`src/rtl/opc_pkg.sv`:
```
package opc_pkg;

    // measurement and speed window lengths
    localparam int MEAS_LEN      = 256;   // power of two: the average is a shift
    localparam int MEAS_CNT_W    = $clog2(MEAS_LEN + 1);
    localparam int SPEED_WINDOW  = 40;
    localparam int WINDOW_W      = 6;

    // supply code: ((sum/4) * SUPPLY_SCALE >> 16) - SUPPLY_OFFSET
    localparam int SUPPLY_SCALE  = 1000;
    localparam int SUPPLY_OFFSET = 450;
    localparam int VDD_BASE      = 140;
    localparam int VDD_FLAG_LVL  = 300;
    localparam int VDD_MOD       = 100;

    // good measurement: min > GOOD_MIN_LVL and max*10/min > 20,
    // i.e. max*10 >= 21*min
    localparam int GOOD_MIN_LVL  = 40;
    localparam int RATIO_MUL     = 10;
    localparam int RATIO_LIMIT   = 21;

    localparam int FAST_HOLD     = 255;
    localparam int MEAS_FAST     = 10;
    localparam int INTERVAL_MEAS = 2;
    localparam int INTERVAL_FAST = 10;
    localparam int INTERVAL_SLOW = 15;

    localparam logic [7:0] SAT_VALUE = 8'hFF;

    // configuration register indexes
    localparam logic [1:0] REG_CALIBRATED = 2'd0;
    localparam logic [1:0] REG_LOW_REF    = 2'd1;
    localparam logic [1:0] REG_HIGH_REF   = 2'd2;
    localparam logic [1:0] REG_VDD_REF    = 2'd3;

    // measurement modes
    localparam logic [1:0] MODE_NONE  = 2'd0;
    localparam logic [1:0] MODE_MEAS  = 2'd1;
    localparam logic [1:0] MODE_STORE = 2'd2;

    localparam int DIV_W      = 16;
    localparam int DIV_STEP_W = $clog2(DIV_W + 1);

    typedef struct packed {
        logic                  start;
        logic [DIV_W-1:0]      rem_init;   // must be below divisor
        logic [DIV_W-1:0]      bits;       // dividend bits, MSB first
        logic [DIV_W-1:0]      divisor;
        logic [DIV_STEP_W-1:0] steps;
    } div_cmd_t;

    typedef struct packed {
        logic             done;
        logic [DIV_W-1:0] rem;
        logic [DIV_W-1:0] quo;             // quotient in the low 'steps' bits
    } div_rsp_t;

endpackage

```
`src/rtl/opc_div.sv`:
```
module opc_div (
    input  logic              clk,
    input  logic              rst_n,
    input  opc_pkg::div_cmd_t cmd,
    output opc_pkg::div_rsp_t rsp
);

    logic                           busy_reg;
    logic                           done_reg;
    logic [opc_pkg::DIV_STEP_W-1:0] cnt_reg;
    logic [opc_pkg::DIV_W-1:0]      rem_reg;
    logic [opc_pkg::DIV_W-1:0]      bits_reg;
    logic [opc_pkg::DIV_W-1:0]      dvs_reg;

    logic [opc_pkg::DIV_W:0]        trial;
    logic                           ge;
    logic [opc_pkg::DIV_W:0]        diff;

    // one restoring step per cycle
    assign trial = {rem_reg, bits_reg[opc_pkg::DIV_W-1]};
    assign ge    = trial >= {1'b0, dvs_reg};
    assign diff  = trial - {1'b0, dvs_reg};

    always_ff @(posedge clk or negedge rst_n)
    begin
        if (!rst_n)
        begin
            busy_reg <= 1'b0;
            done_reg <= 1'b0;
            cnt_reg  <= '0;
            rem_reg  <= '0;
            bits_reg <= '0;
            dvs_reg  <= '0;
        end
        else
        begin
            done_reg <= 1'b0;
            if (cmd.start)
            begin
                busy_reg <= 1'b1;
                cnt_reg  <= cmd.steps;
                rem_reg  <= cmd.rem_init;
                bits_reg <= cmd.bits;
                dvs_reg  <= cmd.divisor;
            end
            else if (busy_reg)
            begin
                rem_reg  <= ge ? diff[opc_pkg::DIV_W-1:0] : trial[opc_pkg::DIV_W-1:0];
                bits_reg <= {bits_reg[opc_pkg::DIV_W-2:0], ge};
                cnt_reg  <= cnt_reg - 1'b1;
                if (cnt_reg == opc_pkg::DIV_STEP_W'(1))
                begin
                    busy_reg <= 1'b0;
                    done_reg <= 1'b1;
                end
            end
        end
    end

    assign rsp.done = done_reg;
    assign rsp.rem  = rem_reg;
    assign rsp.quo  = bits_reg;

endmodule

```
`src/rtl/optical_pulse_counter_autocal.sv`:
```
// Optical pulse counter with supply-compensated hysteresis thresholds and
// self-calibration. One transaction on the input channel is one sampling tick
// and yields exactly one result transaction. Ticks are processed one at a
// time by a small sequencer around a shared restoring divider (one quotient
// bit per cycle). With the calibrated flag at 0 a tick skips detection and
// goes straight to the output; a calibrated tick goes through detection and
// measurement first; every fourth calibrated tick also recomputes the supply
// code and rescales both thresholds through 8-step divisions; the last tick of
// a calibration measurement also computes the supply-code modulo through the
// same divider. The input is stalled while a tick is in progress; a finished
// result sits in an output register, so the next tick can be taken while the
// previous result is still stalled. Configuration writes load the calibrated
// flag or the matching stored threshold or supply reference immediately.
module optical_pulse_counter_autocal (
    input  logic        clk,
    input  logic        rst_n,

    input  logic        cfg_wr_en,
    input  logic [1:0]  cfg_index,
    input  logic [15:0] cfg_data,

    input  logic        in_valid,
    output logic        in_stall,
    input  logic [15:0] sample_a,
    input  logic [15:0] sample_b,
    input  logic [15:0] sample_c,
    input  logic [15:0] vdd_sample,
    input  logic [1:0]  start_mode,

    output logic        out_valid,
    input  logic        out_stall,
    output logic        pulse_event,
    output logic [31:0] pulse_total,
    output logic [7:0]  speed_value,
    output logic [3:0]  next_interval,
    output logic        report_valid,
    output logic [7:0]  rep_min,
    output logic [7:0]  rep_max,
    output logic [7:0]  rep_avg,
    output logic [7:0]  rep_low,
    output logic [7:0]  rep_high,
    output logic [7:0]  rep_vdd_byte,
    output logic [1:0]  rep_good
);

    localparam logic [3:0] ST_IDLE  = 4'd0;
    localparam logic [3:0] ST_DET   = 4'd1;
    localparam logic [3:0] ST_SCODE = 4'd2;
    localparam logic [3:0] ST_MUL   = 4'd3;
    localparam logic [3:0] ST_DIV   = 4'd4;
    localparam logic [3:0] ST_MEAS  = 4'd5;
    localparam logic [3:0] ST_REP   = 4'd6;
    localparam logic [3:0] ST_MOD   = 4'd7;
    localparam logic [3:0] ST_FIN   = 4'd8;
    localparam logic [3:0] ST_OUT   = 4'd9;

    // sequencer and tick scratch
    logic [3:0]  state_reg, state_next;
    logic        sel_reg, sel_next;
    logic [7:0]  med_reg, med_next;
    logic [15:0] vdd_reg, vdd_next;
    logic        event_reg, event_next;
    logic [3:0]  interval_reg, interval_next;
    logic        good_reg, good_next;

    // block state
    logic        calibrated_reg, calibrated_next;
    logic        level_high_reg, level_high_next;
    logic [31:0] pulse_count_reg, pulse_count_next;
    logic [7:0]  trans_reg, trans_next;
    logic [opc_pkg::WINDOW_W-1:0] window_reg, window_next;
    logic [7:0]  speed_reg, speed_next;
    logic [7:0]  fast_reg, fast_next;
    logic [17:0] supply_sum_reg, supply_sum_next;
    logic [1:0]  supply_ticks_reg, supply_ticks_next;
    logic [15:0] supply_code_reg, supply_code_next;
    logic [7:0]  thr_low_reg, thr_low_next;
    logic [7:0]  thr_high_reg, thr_high_next;
    logic [7:0]  stored_low_reg, stored_low_next;
    logic [7:0]  stored_high_reg, stored_high_next;
    logic [15:0] stored_vdd_reg, stored_vdd_next;
    logic [1:0]  meas_mode_reg, meas_mode_next;
    logic [opc_pkg::MEAS_CNT_W-1:0] meas_count_reg, meas_count_next;
    logic [7:0]  meas_min_reg, meas_min_next;
    logic [7:0]  meas_max_reg, meas_max_next;
    logic [15:0] meas_sum_reg, meas_sum_next;

    // report of the current tick
    logic        rv_reg, rv_next;
    logic [7:0]  rmin_reg, rmin_next;
    logic [7:0]  rmax_reg, rmax_next;
    logic [7:0]  ravg_reg, ravg_next;
    logic [7:0]  rlow_reg, rlow_next;
    logic [7:0]  rhigh_reg, rhigh_next;
    logic [7:0]  rvb_reg, rvb_next;
    logic [1:0]  rgood_reg, rgood_next;

    // output registers
    logic        out_valid_reg, out_valid_next;
    logic        o_event_reg, o_event_next;
    logic [31:0] o_total_reg, o_total_next;
    logic [7:0]  o_speed_reg, o_speed_next;
    logic [3:0]  o_interval_reg, o_interval_next;
    logic        o_rv_reg, o_rv_next;
    logic [7:0]  o_min_reg, o_min_next;
    logic [7:0]  o_max_reg, o_max_next;
    logic [7:0]  o_avg_reg, o_avg_next;
    logic [7:0]  o_low_reg, o_low_next;
    logic [7:0]  o_high_reg, o_high_next;
    logic [7:0]  o_vb_reg, o_vb_next;
    logic [1:0]  o_good_reg, o_good_next;

    opc_pkg::div_cmd_t div_cmd;
    opc_pkg::div_rsp_t div_rsp;

    logic        in_take;
    logic        out_take;
    logic [15:0] hi_ab, lo_ab, med16;
    logic [7:0]  rs_stored;
    logic [15:0] rs_off, rs_den;
    logic [23:0] rs_num;
    logic [25:0] scode_prod;
    logic [7:0]  span, span_t;
    logic [12:0] ratio_lhs, ratio_rhs;
    logic        meas_good;
    logic [opc_pkg::MEAS_CNT_W-1:0] meas_count_inc;
    logic [opc_pkg::WINDOW_W-1:0]   window_inc;
    logic        rep_ok;

    opc_div u_div (
        .clk   (clk),
        .rst_n (rst_n),
        .cmd   (div_cmd),
        .rsp   (div_rsp)
    );

    assign in_take  = in_valid && (state_reg == ST_IDLE);
    assign out_take = out_valid_reg && !out_stall;

    // median of three, top byte kept
    assign hi_ab = (sample_a > sample_b) ? sample_a : sample_b;
    assign lo_ab = (sample_a > sample_b) ? sample_b : sample_a;
    assign med16 = (sample_c >= hi_ab) ? hi_ab : ((sample_c <= lo_ab) ? lo_ab : sample_c);

    // threshold rescale operands
    assign rs_stored = sel_reg ? stored_high_reg : stored_low_reg;
    assign rs_off    = supply_code_reg - 16'(opc_pkg::VDD_BASE);
    assign rs_den    = stored_vdd_reg - 16'(opc_pkg::VDD_BASE);
    assign rs_num    = 24'(rs_stored) * 24'(rs_off);

    assign scode_prod = 26'(supply_sum_reg[17:2]) * 26'(opc_pkg::SUPPLY_SCALE);

    assign span      = (meas_max_reg >= meas_min_reg) ? (meas_max_reg - meas_min_reg) : 8'd0;
    assign span_t    = {3'b000, span[7:3]};
    assign ratio_lhs = 13'(meas_max_reg) * 13'(opc_pkg::RATIO_MUL);
    assign ratio_rhs = 13'(meas_min_reg) * 13'(opc_pkg::RATIO_LIMIT);
    assign meas_good = (meas_min_reg > 8'(opc_pkg::GOOD_MIN_LVL)) && (ratio_lhs >= ratio_rhs);

    assign meas_count_inc = meas_count_reg + 1'b1;
    assign window_inc     = window_reg + 1'b1;
    assign rep_ok         = good_reg || (meas_mode_reg == opc_pkg::MODE_STORE);

    always_comb
    begin
        state_next        = state_reg;
        sel_next          = sel_reg;
        med_next          = med_reg;
        vdd_next          = vdd_reg;
        event_next        = event_reg;
        interval_next     = interval_reg;
        good_next         = good_reg;
        calibrated_next   = calibrated_reg;
        level_high_next   = level_high_reg;
        pulse_count_next  = pulse_count_reg;
        trans_next        = trans_reg;
        window_next       = window_reg;
        speed_next        = speed_reg;
        fast_next         = fast_reg;
        supply_sum_next   = supply_sum_reg;
        supply_ticks_next = supply_ticks_reg;
        supply_code_next  = supply_code_reg;
        thr_low_next      = thr_low_reg;
        thr_high_next     = thr_high_reg;
        stored_low_next   = stored_low_reg;
        stored_high_next  = stored_high_reg;
        stored_vdd_next   = stored_vdd_reg;
        meas_mode_next    = meas_mode_reg;
        meas_count_next   = meas_count_reg;
        meas_min_next     = meas_min_reg;
        meas_max_next     = meas_max_reg;
        meas_sum_next     = meas_sum_reg;
        rv_next           = rv_reg;
        rmin_next         = rmin_reg;
        rmax_next         = rmax_reg;
        ravg_next         = ravg_reg;
        rlow_next         = rlow_reg;
        rhigh_next        = rhigh_reg;
        rvb_next          = rvb_reg;
        rgood_next        = rgood_reg;
        out_valid_next    = out_valid_reg;
        o_event_next      = o_event_reg;
        o_total_next      = o_total_reg;
        o_speed_next      = o_speed_reg;
        o_interval_next   = o_interval_reg;
        o_rv_next         = o_rv_reg;
        o_min_next        = o_min_reg;
        o_max_next        = o_max_reg;
        o_avg_next        = o_avg_reg;
        o_low_next        = o_low_reg;
        o_high_next       = o_high_reg;
        o_vb_next         = o_vb_reg;
        o_good_next       = o_good_reg;

        div_cmd          = '0;
        div_cmd.divisor  = rs_den;

        if (out_take)
        begin
            out_valid_next = 1'b0;
        end

        if (cfg_wr_en)
        begin
            case (cfg_index)
                opc_pkg::REG_CALIBRATED: calibrated_next  = cfg_data[0];
                opc_pkg::REG_LOW_REF:    stored_low_next  = cfg_data[7:0];
                opc_pkg::REG_HIGH_REF:   stored_high_next = cfg_data[7:0];
                opc_pkg::REG_VDD_REF:    stored_vdd_next  = cfg_data;
                default: ;
            endcase
        end

        case (state_reg)
            ST_IDLE:
            begin
                if (in_take)
                begin
                    med_next   = med16[15:8];
                    vdd_next   = vdd_sample;
                    event_next = 1'b0;
                    rv_next    = 1'b0;
                    rmin_next  = '0;
                    rmax_next  = '0;
                    ravg_next  = '0;
                    rlow_next  = '0;
                    rhigh_next = '0;
                    rvb_next   = '0;
                    rgood_next = '0;
                    if ((meas_mode_reg == opc_pkg::MODE_NONE) &&
                        ((start_mode == opc_pkg::MODE_MEAS) ||
                         (start_mode == opc_pkg::MODE_STORE)))
                    begin
                        meas_mode_next = start_mode;
                    end
                    if (!calibrated_reg)
                    begin
                        thr_low_next  = stored_low_reg;
                        thr_high_next = stored_high_reg;
                        interval_next = 4'(opc_pkg::INTERVAL_FAST);
                        state_next    = ST_OUT;
                    end
                    else
                    begin
                        state_next = ST_DET;
                    end
                end
            end

            ST_DET:
            begin
                if (med_reg > thr_high_reg)
                begin
                    if (!level_high_reg)
                    begin
                        pulse_count_next = pulse_count_reg + 1'b1;
                        level_high_next  = 1'b1;
                        trans_next       = trans_reg + 1'b1;
                        fast_next        = 8'(opc_pkg::FAST_HOLD);
                        event_next       = 1'b1;
                    end
                end
                else if (med_reg < thr_low_reg)
                begin
                    if (level_high_reg)
                    begin
                        level_high_next = 1'b0;
                        trans_next      = trans_reg + 1'b1;
                        fast_next       = 8'(opc_pkg::FAST_HOLD);
                    end
                end
                supply_sum_next   = supply_sum_reg + 18'(vdd_reg);
                supply_ticks_next = supply_ticks_reg + 1'b1;
                state_next        = (supply_ticks_reg == 2'd3) ? ST_SCODE : ST_MEAS;
            end

            ST_SCODE:
            begin
                supply_code_next = 16'(scode_prod[25:16]) - 16'(opc_pkg::SUPPLY_OFFSET);
                supply_sum_next  = '0;
                sel_next         = 1'b0;
                state_next       = ST_MUL;
            end

            ST_MUL:
            begin
                // quotient above 255 or zero divisor saturates, else 8 divider steps
                if ((rs_den == 16'd0) || (rs_num >= {rs_den, 8'h00}))
                begin
                    if (sel_reg)
                    begin
                        thr_high_next = opc_pkg::SAT_VALUE;
                        state_next    = ST_MEAS;
                    end
                    else
                    begin
                        thr_low_next = opc_pkg::SAT_VALUE;
                        sel_next     = 1'b1;
                    end
                end
                else
                begin
                    div_cmd.start    = 1'b1;
                    div_cmd.rem_init = rs_num[23:8];
                    div_cmd.bits     = {rs_num[7:0], 8'h00};
                    div_cmd.steps    = opc_pkg::DIV_STEP_W'(8);
                    state_next       = ST_DIV;
                end
            end

            ST_DIV:
            begin
                if (div_rsp.done)
                begin
                    if (sel_reg)
                    begin
                        thr_high_next = div_rsp.quo[7:0];
                        state_next    = ST_MEAS;
                    end
                    else
                    begin
                        thr_low_next = div_rsp.quo[7:0];
                        sel_next     = 1'b1;
                        state_next   = ST_MUL;
                    end
                end
            end

            ST_MEAS:
            begin
                if (meas_mode_reg != opc_pkg::MODE_NONE)
                begin
                    if (med_reg < meas_min_reg)
                    begin
                        meas_min_next = med_reg;
                    end
                    if (med_reg > meas_max_reg)
                    begin
                        meas_max_next = med_reg;
                    end
                    meas_sum_next   = meas_sum_reg + 16'(med_reg);
                    meas_count_next = meas_count_inc;
                    if (meas_count_inc == opc_pkg::MEAS_CNT_W'(opc_pkg::MEAS_LEN))
                    begin
                        fast_next  = 8'(opc_pkg::MEAS_FAST);
                        state_next = ST_REP;
                    end
                    else
                    begin
                        fast_next     = 8'(opc_pkg::MEAS_FAST - 1);
                        interval_next = 4'(opc_pkg::INTERVAL_MEAS);
                        state_next    = ST_OUT;
                    end
                end
                else
                begin
                    state_next = ST_FIN;
                end
            end

            ST_REP:
            begin
                rmin_next  = meas_min_reg;
                rmax_next  = meas_max_reg;
                ravg_next  = 8'(meas_sum_reg / opc_pkg::MEAS_LEN);
                rlow_next  = meas_min_reg + span_t;
                rhigh_next = meas_max_reg - span_t;
                good_next  = meas_good;
                // supply code modulo 100 through the shared divider
                div_cmd.start    = 1'b1;
                div_cmd.rem_init = '0;
                div_cmd.bits     = supply_code_reg;
                div_cmd.divisor  = 16'(opc_pkg::VDD_MOD);
                div_cmd.steps    = opc_pkg::DIV_STEP_W'(opc_pkg::DIV_W);
                state_next       = ST_MOD;
            end

            ST_MOD:
            begin
                if (div_rsp.done)
                begin
                    rv_next = rep_ok;
                    if (rep_ok)
                    begin
                        rvb_next = ((supply_code_reg > 16'(opc_pkg::VDD_FLAG_LVL)) ?
                                    8'h80 : 8'h00) + div_rsp.rem[7:0];
                    end
                    else
                    begin
                        rmin_next  = '0;
                        rmax_next  = '0;
                        ravg_next  = '0;
                        rlow_next  = '0;
                        rhigh_next = '0;
                        rvb_next   = '0;
                    end
                    if (good_reg)
                    begin
                        rgood_next = meas_mode_reg;
                        if (meas_mode_reg == opc_pkg::MODE_STORE)
                        begin
                            stored_low_next  = rlow_reg;
                            stored_high_next = rhigh_reg;
                            stored_vdd_next  = supply_code_reg;
                        end
                    end
                    meas_mode_next  = opc_pkg::MODE_NONE;
                    meas_count_next = '0;
                    meas_min_next   = 8'hFF;
                    meas_max_next   = '0;
                    meas_sum_next   = '0;
                    state_next      = ST_FIN;
                end
            end

            ST_FIN:
            begin
                window_next = window_inc;
                if (window_inc == opc_pkg::WINDOW_W'(opc_pkg::SPEED_WINDOW))
                begin
                    window_next = '0;
                    speed_next  = trans_reg;
                    trans_next  = '0;
                end
                if (fast_reg != 8'd0)
                begin
                    fast_next     = fast_reg - 1'b1;
                    interval_next = 4'(opc_pkg::INTERVAL_FAST);
                end
                else
                begin
                    interval_next = 4'(opc_pkg::INTERVAL_SLOW);
                end
                state_next = ST_OUT;
            end

            ST_OUT:
            begin
                if (!out_valid_reg || out_take)
                begin
                    out_valid_next  = 1'b1;
                    o_event_next    = event_reg;
                    o_total_next    = pulse_count_reg;
                    o_speed_next    = speed_reg;
                    o_interval_next = interval_reg;
                    o_rv_next       = rv_reg;
                    o_min_next      = rmin_reg;
                    o_max_next      = rmax_reg;
                    o_avg_next      = ravg_reg;
                    o_low_next      = rlow_reg;
                    o_high_next     = rhigh_reg;
                    o_vb_next       = rvb_reg;
                    o_good_next     = rgood_reg;
                    state_next      = ST_IDLE;
                end
            end

            default:
            begin
                state_next = ST_IDLE;
            end
        endcase
    end

    always_ff @(posedge clk or negedge rst_n)
    begin
        if (!rst_n)
        begin
            state_reg        <= ST_IDLE;
            sel_reg          <= 1'b0;
            med_reg          <= '0;
            vdd_reg          <= '0;
            event_reg        <= 1'b0;
            interval_reg     <= '0;
            good_reg         <= 1'b0;
            calibrated_reg   <= 1'b0;
            level_high_reg   <= 1'b1;
            pulse_count_reg  <= '0;
            trans_reg        <= '0;
            window_reg       <= '0;
            speed_reg        <= '0;
            fast_reg         <= 8'(opc_pkg::FAST_HOLD);
            supply_sum_reg   <= '0;
            supply_ticks_reg <= '0;
            supply_code_reg  <= '0;
            thr_low_reg      <= '0;
            thr_high_reg     <= '0;
            stored_low_reg   <= '0;
            stored_high_reg  <= '0;
            stored_vdd_reg   <= '0;
            meas_mode_reg    <= opc_pkg::MODE_NONE;
            meas_count_reg   <= '0;
            meas_min_reg     <= 8'hFF;
            meas_max_reg     <= '0;
            meas_sum_reg     <= '0;
            rv_reg           <= 1'b0;
            rmin_reg         <= '0;
            rmax_reg         <= '0;
            ravg_reg         <= '0;
            rlow_reg         <= '0;
            rhigh_reg        <= '0;
            rvb_reg          <= '0;
            rgood_reg        <= '0;
            out_valid_reg    <= 1'b0;
            o_event_reg      <= 1'b0;
            o_total_reg      <= '0;
            o_speed_reg      <= '0;
            o_interval_reg   <= '0;
            o_rv_reg         <= 1'b0;
            o_min_reg        <= '0;
            o_max_reg        <= '0;
            o_avg_reg        <= '0;
            o_low_reg        <= '0;
            o_high_reg       <= '0;
            o_vb_reg         <= '0;
            o_good_reg       <= '0;
        end
        else
        begin
            state_reg        <= state_next;
            sel_reg          <= sel_next;
            med_reg          <= med_next;
            vdd_reg          <= vdd_next;
            event_reg        <= event_next;
            interval_reg     <= interval_next;
            good_reg         <= good_next;
            calibrated_reg   <= calibrated_next;
            level_high_reg   <= level_high_next;
            pulse_count_reg  <= pulse_count_next;
            trans_reg        <= trans_next;
            window_reg       <= window_next;
            speed_reg        <= speed_next;
            fast_reg         <= fast_next;
            supply_sum_reg   <= supply_sum_next;
            supply_ticks_reg <= supply_ticks_next;
            supply_code_reg  <= supply_code_next;
            thr_low_reg      <= thr_low_next;
            thr_high_reg     <= thr_high_next;
            stored_low_reg   <= stored_low_next;
            stored_high_reg  <= stored_high_next;
            stored_vdd_reg   <= stored_vdd_next;
            meas_mode_reg    <= meas_mode_next;
            meas_count_reg   <= meas_count_next;
            meas_min_reg     <= meas_min_next;
            meas_max_reg     <= meas_max_next;
            meas_sum_reg     <= meas_sum_next;
            rv_reg           <= rv_next;
            rmin_reg         <= rmin_next;
            rmax_reg         <= rmax_next;
            ravg_reg         <= ravg_next;
            rlow_reg         <= rlow_next;
            rhigh_reg        <= rhigh_next;
            rvb_reg          <= rvb_next;
            rgood_reg        <= rgood_next;
            out_valid_reg    <= out_valid_next;
            o_event_reg      <= o_event_next;
            o_total_reg      <= o_total_next;
            o_speed_reg      <= o_speed_next;
            o_interval_reg   <= o_interval_next;
            o_rv_reg         <= o_rv_next;
            o_min_reg        <= o_min_next;
            o_max_reg        <= o_max_next;
            o_avg_reg        <= o_avg_next;
            o_low_reg        <= o_low_next;
            o_high_reg       <= o_high_next;
            o_vb_reg         <= o_vb_next;
            o_good_reg       <= o_good_next;
        end
    end

    assign in_stall      = (state_reg != ST_IDLE);
    assign out_valid     = out_valid_reg;
    assign pulse_event   = o_event_reg;
    assign pulse_total   = o_total_reg;
    assign speed_value   = o_speed_reg;
    assign next_interval = o_interval_reg;
    assign report_valid  = o_rv_reg;
    assign rep_min       = o_min_reg;
    assign rep_max       = o_max_reg;
    assign rep_avg       = o_avg_reg;
    assign rep_low       = o_low_reg;
    assign rep_high      = o_high_reg;
    assign rep_vdd_byte  = o_vb_reg;
    assign rep_good      = o_good_reg;

endmodule
```
`config.mk`:
```
export PLATFORM = sky130hd
export DESIGN_NAME = optical_pulse_counter_autocal
export DESIGN_NICKNAME = d
export VERILOG_FILES = /design/src/rtl/opc_pkg.sv /design/src/rtl/opc_div.sv /design/src/rtl/optical_pulse_counter_autocal.sv
export SDC_FILE = /design/constraint.sdc
export NUM_CORES = 1
export LEC_CHECK = 0
export BUFFER_PORTS_ARGS = -buffer_cell sky130_fd_sc_hd__buf_2
export CORE_ASPECT_RATIO = 0.7
export CORE_MARGIN = 2
export CORE_UTILIZATION = 50
export CTS_CLUSTER_SIZE = 8
export DETAILED_ROUTE_END_ITERATION = 10
export GPL_TIMING_DRIVEN = 0
export PLACE_DENSITY = 0.68
export SYNTH_ARGS = -nofsm -noshare
export SYNTH_HDL_FRONTEND = slang
export SYNTH_SLANG_ARGS = --single-unit
```
`constraint.sdc`:
```
create_clock -name clk -period 12.15 [get_ports clk]
set_clock_uncertainty 0.1 [all_clocks]
set_input_delay 2.43 -clock clk [delete_from_list [all_inputs] [get_ports clk]]
set_output_delay 2.43 -clock clk [all_outputs]
set_load 0.02 [all_outputs]
```
Word-level counts from Yosys, hierarchy flattened
Cells that the tools add are included.
{ "totals": {"ff_bits": 429, "inputBits": 89} }
{ "classes": {"add_sub_neg": 17, "mul": 4, "order_cmp": 13, "eq_ne": 44, "muxes": 138, "bitwise_logic": 1, "reduce_logical": 50} }
{ "op_table": {"columns": ["op", "n"], "rows": [
  ["two-way mux 8 bit", 49],
  ["two-way mux 16 bit", 18],
  ["case mux 8 bit (3 select lines)", 8],
  ["case mux 33 bit (2 select lines)", 1],
  ["case mux 8 bit (2 select lines)", 4],
  ["two-way mux 4 bit", 14],
  ["case mux 4 bit (10 select lines)", 1],
  ["inequality test 2 bit, second input constant", 18],
  ["case mux 18 bit (2 select lines)", 1],
  ["two-way mux 33 bit", 1],
  ["adder 32 x 1 -> 32 bit, second input constant", 1],
  ["case mux 16 bit (2 select lines)", 1],
  ["subtractor 16 x 8 -> 16 bit, second input constant", 2],
  [">= comparator 24 bit", 1],
  ["multiplier 8 x 16 -> 24 bit", 1],
  ["AND reduction 4 bit", 6],
  ["multiplier 16 x 7 -> 23 bit, second input constant", 1],
  ["adder 18 x 16 -> 18 bit", 1],
  ["two-way mux 9 bit", 2],
  ["case mux 9 bit (2 select lines)", 1],
  [">= comparator 17 x 16 -> 1 bit", 1],
  ["two-way mux 1 bit", 17],
  ["adder 16 x 8 -> 16 bit", 1],
  ["== test 4 x 3 -> 1 bit, second input constant", 4],
  ["58 further kinds", 112]
]} }

Depth between registers and ports, before layout
{ "logic_depth": {"ltp_word": 7, "depth_mapped": 34, "ltp_nobuf": 31} }

Cells and area by module
Synthesis repeated with hierarchy kept, for this count alone.
{ "hier_totals": {"cells_unflattened": 3294, "hier_area_um2": 31525.2} }
{ "by_module_without_submodules": {"columns": ["module", "instances", "cells_per_inst", "area_per_inst_um2", "seq_area_each_um2"], "rows": [
  ["optical_pulse_counter_autocal", 1, 2857, 27732.8, 9205.1],
  ["opc_div", 1, 437, 3792.4, 1376.3]
]} }

Worst setup path after synthesis
No wires, ideal clock.
{ "synth_timing": {"path_kind": "flip-flop to flip-flop", "start": "reg sel_reg", "end": "reg thr_high_reg[0]", "setup_ps": 125, "t_arrival_ps": 7913, "t_required_ps": 11925, "path_slack_ps": 4012, "path_stages_with_launch": 31, "n_path_buf": 4, "synth_period_minus_slack_ps": 8138, "cell_sequence": "dfrtp_1 -> clkbuf_1 -> clkbuf_1 -> mux2i_1 -> clkbuf_1 -> nor2_1 -> fa_1 -> fa_1 -> fa_1 -> inv_1 -> fa_1 -> inv_1 -> ha_1 -> a21o_1 -> nor3_1 -> o21ai_0 -> and4_1 -> a2111oi_0 -> o21ai_0 -> a31oi_1 -> xnor2_1 -> ha_1 -> a21o_1 -> a21o_1 -> a21oi_1 -> o31ai_1 -> or4_4 -> or2_1 -> buf_6 -> o21ai_4 -> mux2_4"} }
{ "synth_via": {"elab_chain_cells": 6, "elab_cells_between_ends": 8, "cone_classes": "mul: 1; order compare: 1; eq/ne: 3; mux: 1; reduce/logical: 2"} }
{ "synth_rtl": {"columns": ["element", "line_no", "text"], "rows": [
  ["start: declaration", "optical_pulse_counter_autocal.sv:59", "logic sel_reg, sel_next;"],
  ["start signal: assignment", "optical_pulse_counter_autocal.sv:540", "sel_reg <= sel_next;"],
  ["two-way mux 8 bit", "optical_pulse_counter_autocal.sv:146", "assign rs_stored = sel_reg ? stored_high_reg : stored_low_reg;"],
  ["multiplier 8 x 16 -> 24 bit", "optical_pulse_counter_autocal.sv:149", "assign rs_num = 24'(rs_stored) * 24'(rs_off);"],
  [">= comparator 24 bit", "optical_pulse_counter_autocal.sv:307", "if ((rs_den == 16'd0) || (rs_num >= {rs_den, 8'h00}))"],
  ["logical OR 1 bit", "optical_pulse_counter_autocal.sv:307", null],
  ["inequality test 2 bit (no source line)", null, null],
  ["AND reduction 7 bit (no source line) (*)", null, null],
  ["end signal: assignment", "optical_pulse_counter_autocal.sv:557", "thr_high_reg <= thr_high_next;"],
  ["end: declaration", "optical_pulse_counter_autocal.sv:78", "logic [7:0] thr_high_reg, thr_high_next;"]
]} }
Mark *: on every way between the ends. The rest lies on a longest branch, timed or not.
A chain may end at the register's enable or synchronous reset.

Worst setup path after layout
{ "layout_timing": {"start": "reg sel_reg", "end": "reg u_div.bits_reg[9] in the netlist's numbering"} }
{ "layout_via": {"elab_chain_cells": 7, "elab_cells_between_ends": 8, "cone_classes": "mul: 1; order compare: 1; mux: 4; reduce/logical: 2"} }
{ "layout_rtl": {"columns": ["element", "line_no", "text"], "rows": [
  ["two-way mux 8 bit (*)", "optical_pulse_counter_autocal.sv:146", null],
  ["multiplier 8 x 16 -> 24 bit (*)", "optical_pulse_counter_autocal.sv:149", null],
  [">= comparator 24 bit", "optical_pulse_counter_autocal.sv:307", null],
  ["logical OR 1 bit", "optical_pulse_counter_autocal.sv:307", null],
  ["two-way mux 33 bit (*)", "optical_pulse_counter_autocal.sv:307", null],
  ["case mux 33 bit (2 select lines) (*)", "optical_pulse_counter_autocal.sv:233", "case (state_reg)"],
  ["two-way mux 16 bit or nonzero test 2 bit (tied branches)", null, null],
  ["end signal: assignment", "opc_div.sv:43", "bits_reg <= cmd.bits;"],
  ["end signal: assignment", "opc_div.sv:49", "bits_reg <= {bits_reg[opc_pkg::DIV_W-2:0], ge};"],
  ["end: declaration", "opc_div.sv:12", "logic [opc_pkg::DIV_W-1:0] bits_reg;"]
]} }
Marks and branches as above.

==> out/metrics.cfg <==
[run_status]
status=finished, final reports clean

[synthesis]
synth_area_mm2=0.0309
ys_seq_area_frac=0.343
synth_cell_type_count=79
synth_top_cells_by_count=dfrtp_1, nand2_1, ha_1
yosys_register_bits=422
netlist_instances=3193
ys.warnings.count=0
synth_edf_count=0
syn-num-nets=3737
synthArstFlopShare=1.00
synth.top_cell.area_share=0.328
yosysMostFrequentCell=dfrtp_1
avgSynthCellArea_um2=9.67
ys.flop_type=dfrtp_1
synth.largest_area_cell=dfrtp_1
synth_area_leaders=dfrtp_1, ha_1, fa_1

[critical_path]
critPathArrivalTime_ns=10.46
critical_path.most_common_cell=fa_1
slowest_delay_ns=0.67
crit_family=compound AO/OA/AOI/OAI gates
worstSetupEndpointType=flop
startpoint_type=flop
path_max_fanout=10
crit_type=reg2reg
critical_path_buf_inv_count=6
critPathRequiredTime_ns=12.54
crit_slowest_cell=a2111oi_0

[cells_and_area]
fin_nets=3987
drive_gt1_frac=0.123
num_antenna_cells=0
ff_latch_area_mm2=0.0106
multi_input_area_mm2=0.0188
num-fill-cells=5439
syn_to_final_growth_pct=12.0

[cts]
root_buffer=clkbuf_16
cts-buffers-inserted=58
cts.clk_slew.worst_paths_ns=0.06
cts_sinks=422
cts_resized=0
clk_path_buf_depth=3
htree_levels=2
hold_buffers=0
clock_latency_ns=0.62
cts_setup_buffers=0
tritoncts=built

[global_routing]
grt_pass1_vias=23500
grt_pass1_wl_mm=131
grt_max_degree=120
grt_usage=0.260
overflow=0
antenna_found_initial=4

[sta]
hold_viol_final=0
period_minus_slack_ns=10.07
setup_viol=0
hold_slack_ns=0.369
relSlewSlack=0.174
tightest_slew_ns=1.24
slew_viol_final=0
finalSetupTns_ns=0
rsz0062_at_grt=no
period_share=0.829
max_freq_ghz=0.0993

[routing]
wl_per_cell_um=19.0
ant_nets=0
totalWireLength_mm=81.3
route.vias.total=24100
drcViolationCount=0
drt_pass1_iterations=5
routed_via_density=5.62
drtIter0Drc=1862

[floorplan]
initial_core_util=0.503
die_area_mm2=0.0638
num_rows=76
die_height_um=212
die_width_um=301
core_area_mm2=0.0613
io_pins=187

[placement]
portBuffers=186
hpwlAfterDp_mm=63.5
gp_congestion=0.933

[flow_run]
cap_violations=0

[worst_hold_path]
min_path_type=reg2reg

worst paths after layout:
path	startpoint	to	slack, ns	cells past startpoint
min reg2reg	pulse_count_reg[31]	pulse_count_reg[31]	0.37	1
max in group asynchronous	rst_n	supply_sum_reg[16]	8.62	3
min in group asynchronous	rst_n	pulse_total[23]	1.74	1
min	pulse_count_reg[31]	pulse_count_reg[31]	0.37	1
max reg2reg	sel_reg	u_div.bits_reg[9]	2.08	29
max	sel_reg	u_div.bits_reg[9]	2.08	29
kinds of logic (layout without fill, tap and decap cells):
group / count (synthesis) / in the layout / synth area share
AND/OR/NAND/NOR: 872 / 872 / 0.128
AO/OA/AOI/OAI: 676 / 676 / 0.142
adder cells (fa/ha/maj): 455 / 455 / 0.220
flip-flops: 422 / 422 / 0.343
buffers and inverters: 399 / 670 / 0.0501
multiplexers: 207 / 207 / 0.0718
XOR/XNOR: 162 / 162 / 0.0459
layout make-up:
cell class,instances,share of cell area
sequential,422,0.306
clock inverter,3,0.00221
tap,819,0.0296
timing repair buffer,190,0.0298
buffer,115,0.0139
multi-input combinational,2372,0.543
inverter,284,0.0308
clock buffer,78,0.0444
stage by stage:
stage	std cells	cell area (um^2)	util	worst slack (ns)
floorplan	3193	30900	-	4.01
global placement	4198	32800	0.535	0.0418
detailed placement	4202	32900	0.537	2.24
CTS	4283	34600	0.563	2.23
global route	4283	34600	0.564	1.61
finish	4283	34600	0.564	2.08
placed cells by master (no fill, tap or decap), types with 56 or more instances in the layout:
| cell type | synthesis | routed |
|---|---|---|
| fa_1 | 146 | 146 |
| mux2_2 | 109 | 109 |
| clkbuf_16 | 0 | 58 |
| nor2_1 | 230 | 230 |
| xnor2_1 | 106 | 106 |
| xor2_1 | 56 | 56 |
| ha_1 | 309 | 309 |
| a21oi_1 | 165 | 165 |
| nand2_1 | 354 | 354 |
| a21o_1 | 75 | 75 |
| o21ai_0 | 175 | 175 |
| inv_1 | 284 | 284 |
| buf_2 | 9 | 194 |
| mux2i_1 | 96 | 96 |
| dfrtp_1 | 405 | 405 |
| clkbuf_1 | 87 | 106 |
metal layers:
metal / GRT usage / wire (um) / vias up
met5: 0 / 46 / -
met2: 0.365 / 32600 / 777
met1: 0.395 / 39500 / 11600
li1: - / - / 11500
met4: 0.0592 / 1690 / 8
met3: 0.0730 / 7480 / 119
Power is left out: the tool's default activity adds up to more than one toggle a clock period on the data nets, which glitch-free logic cannot reach.
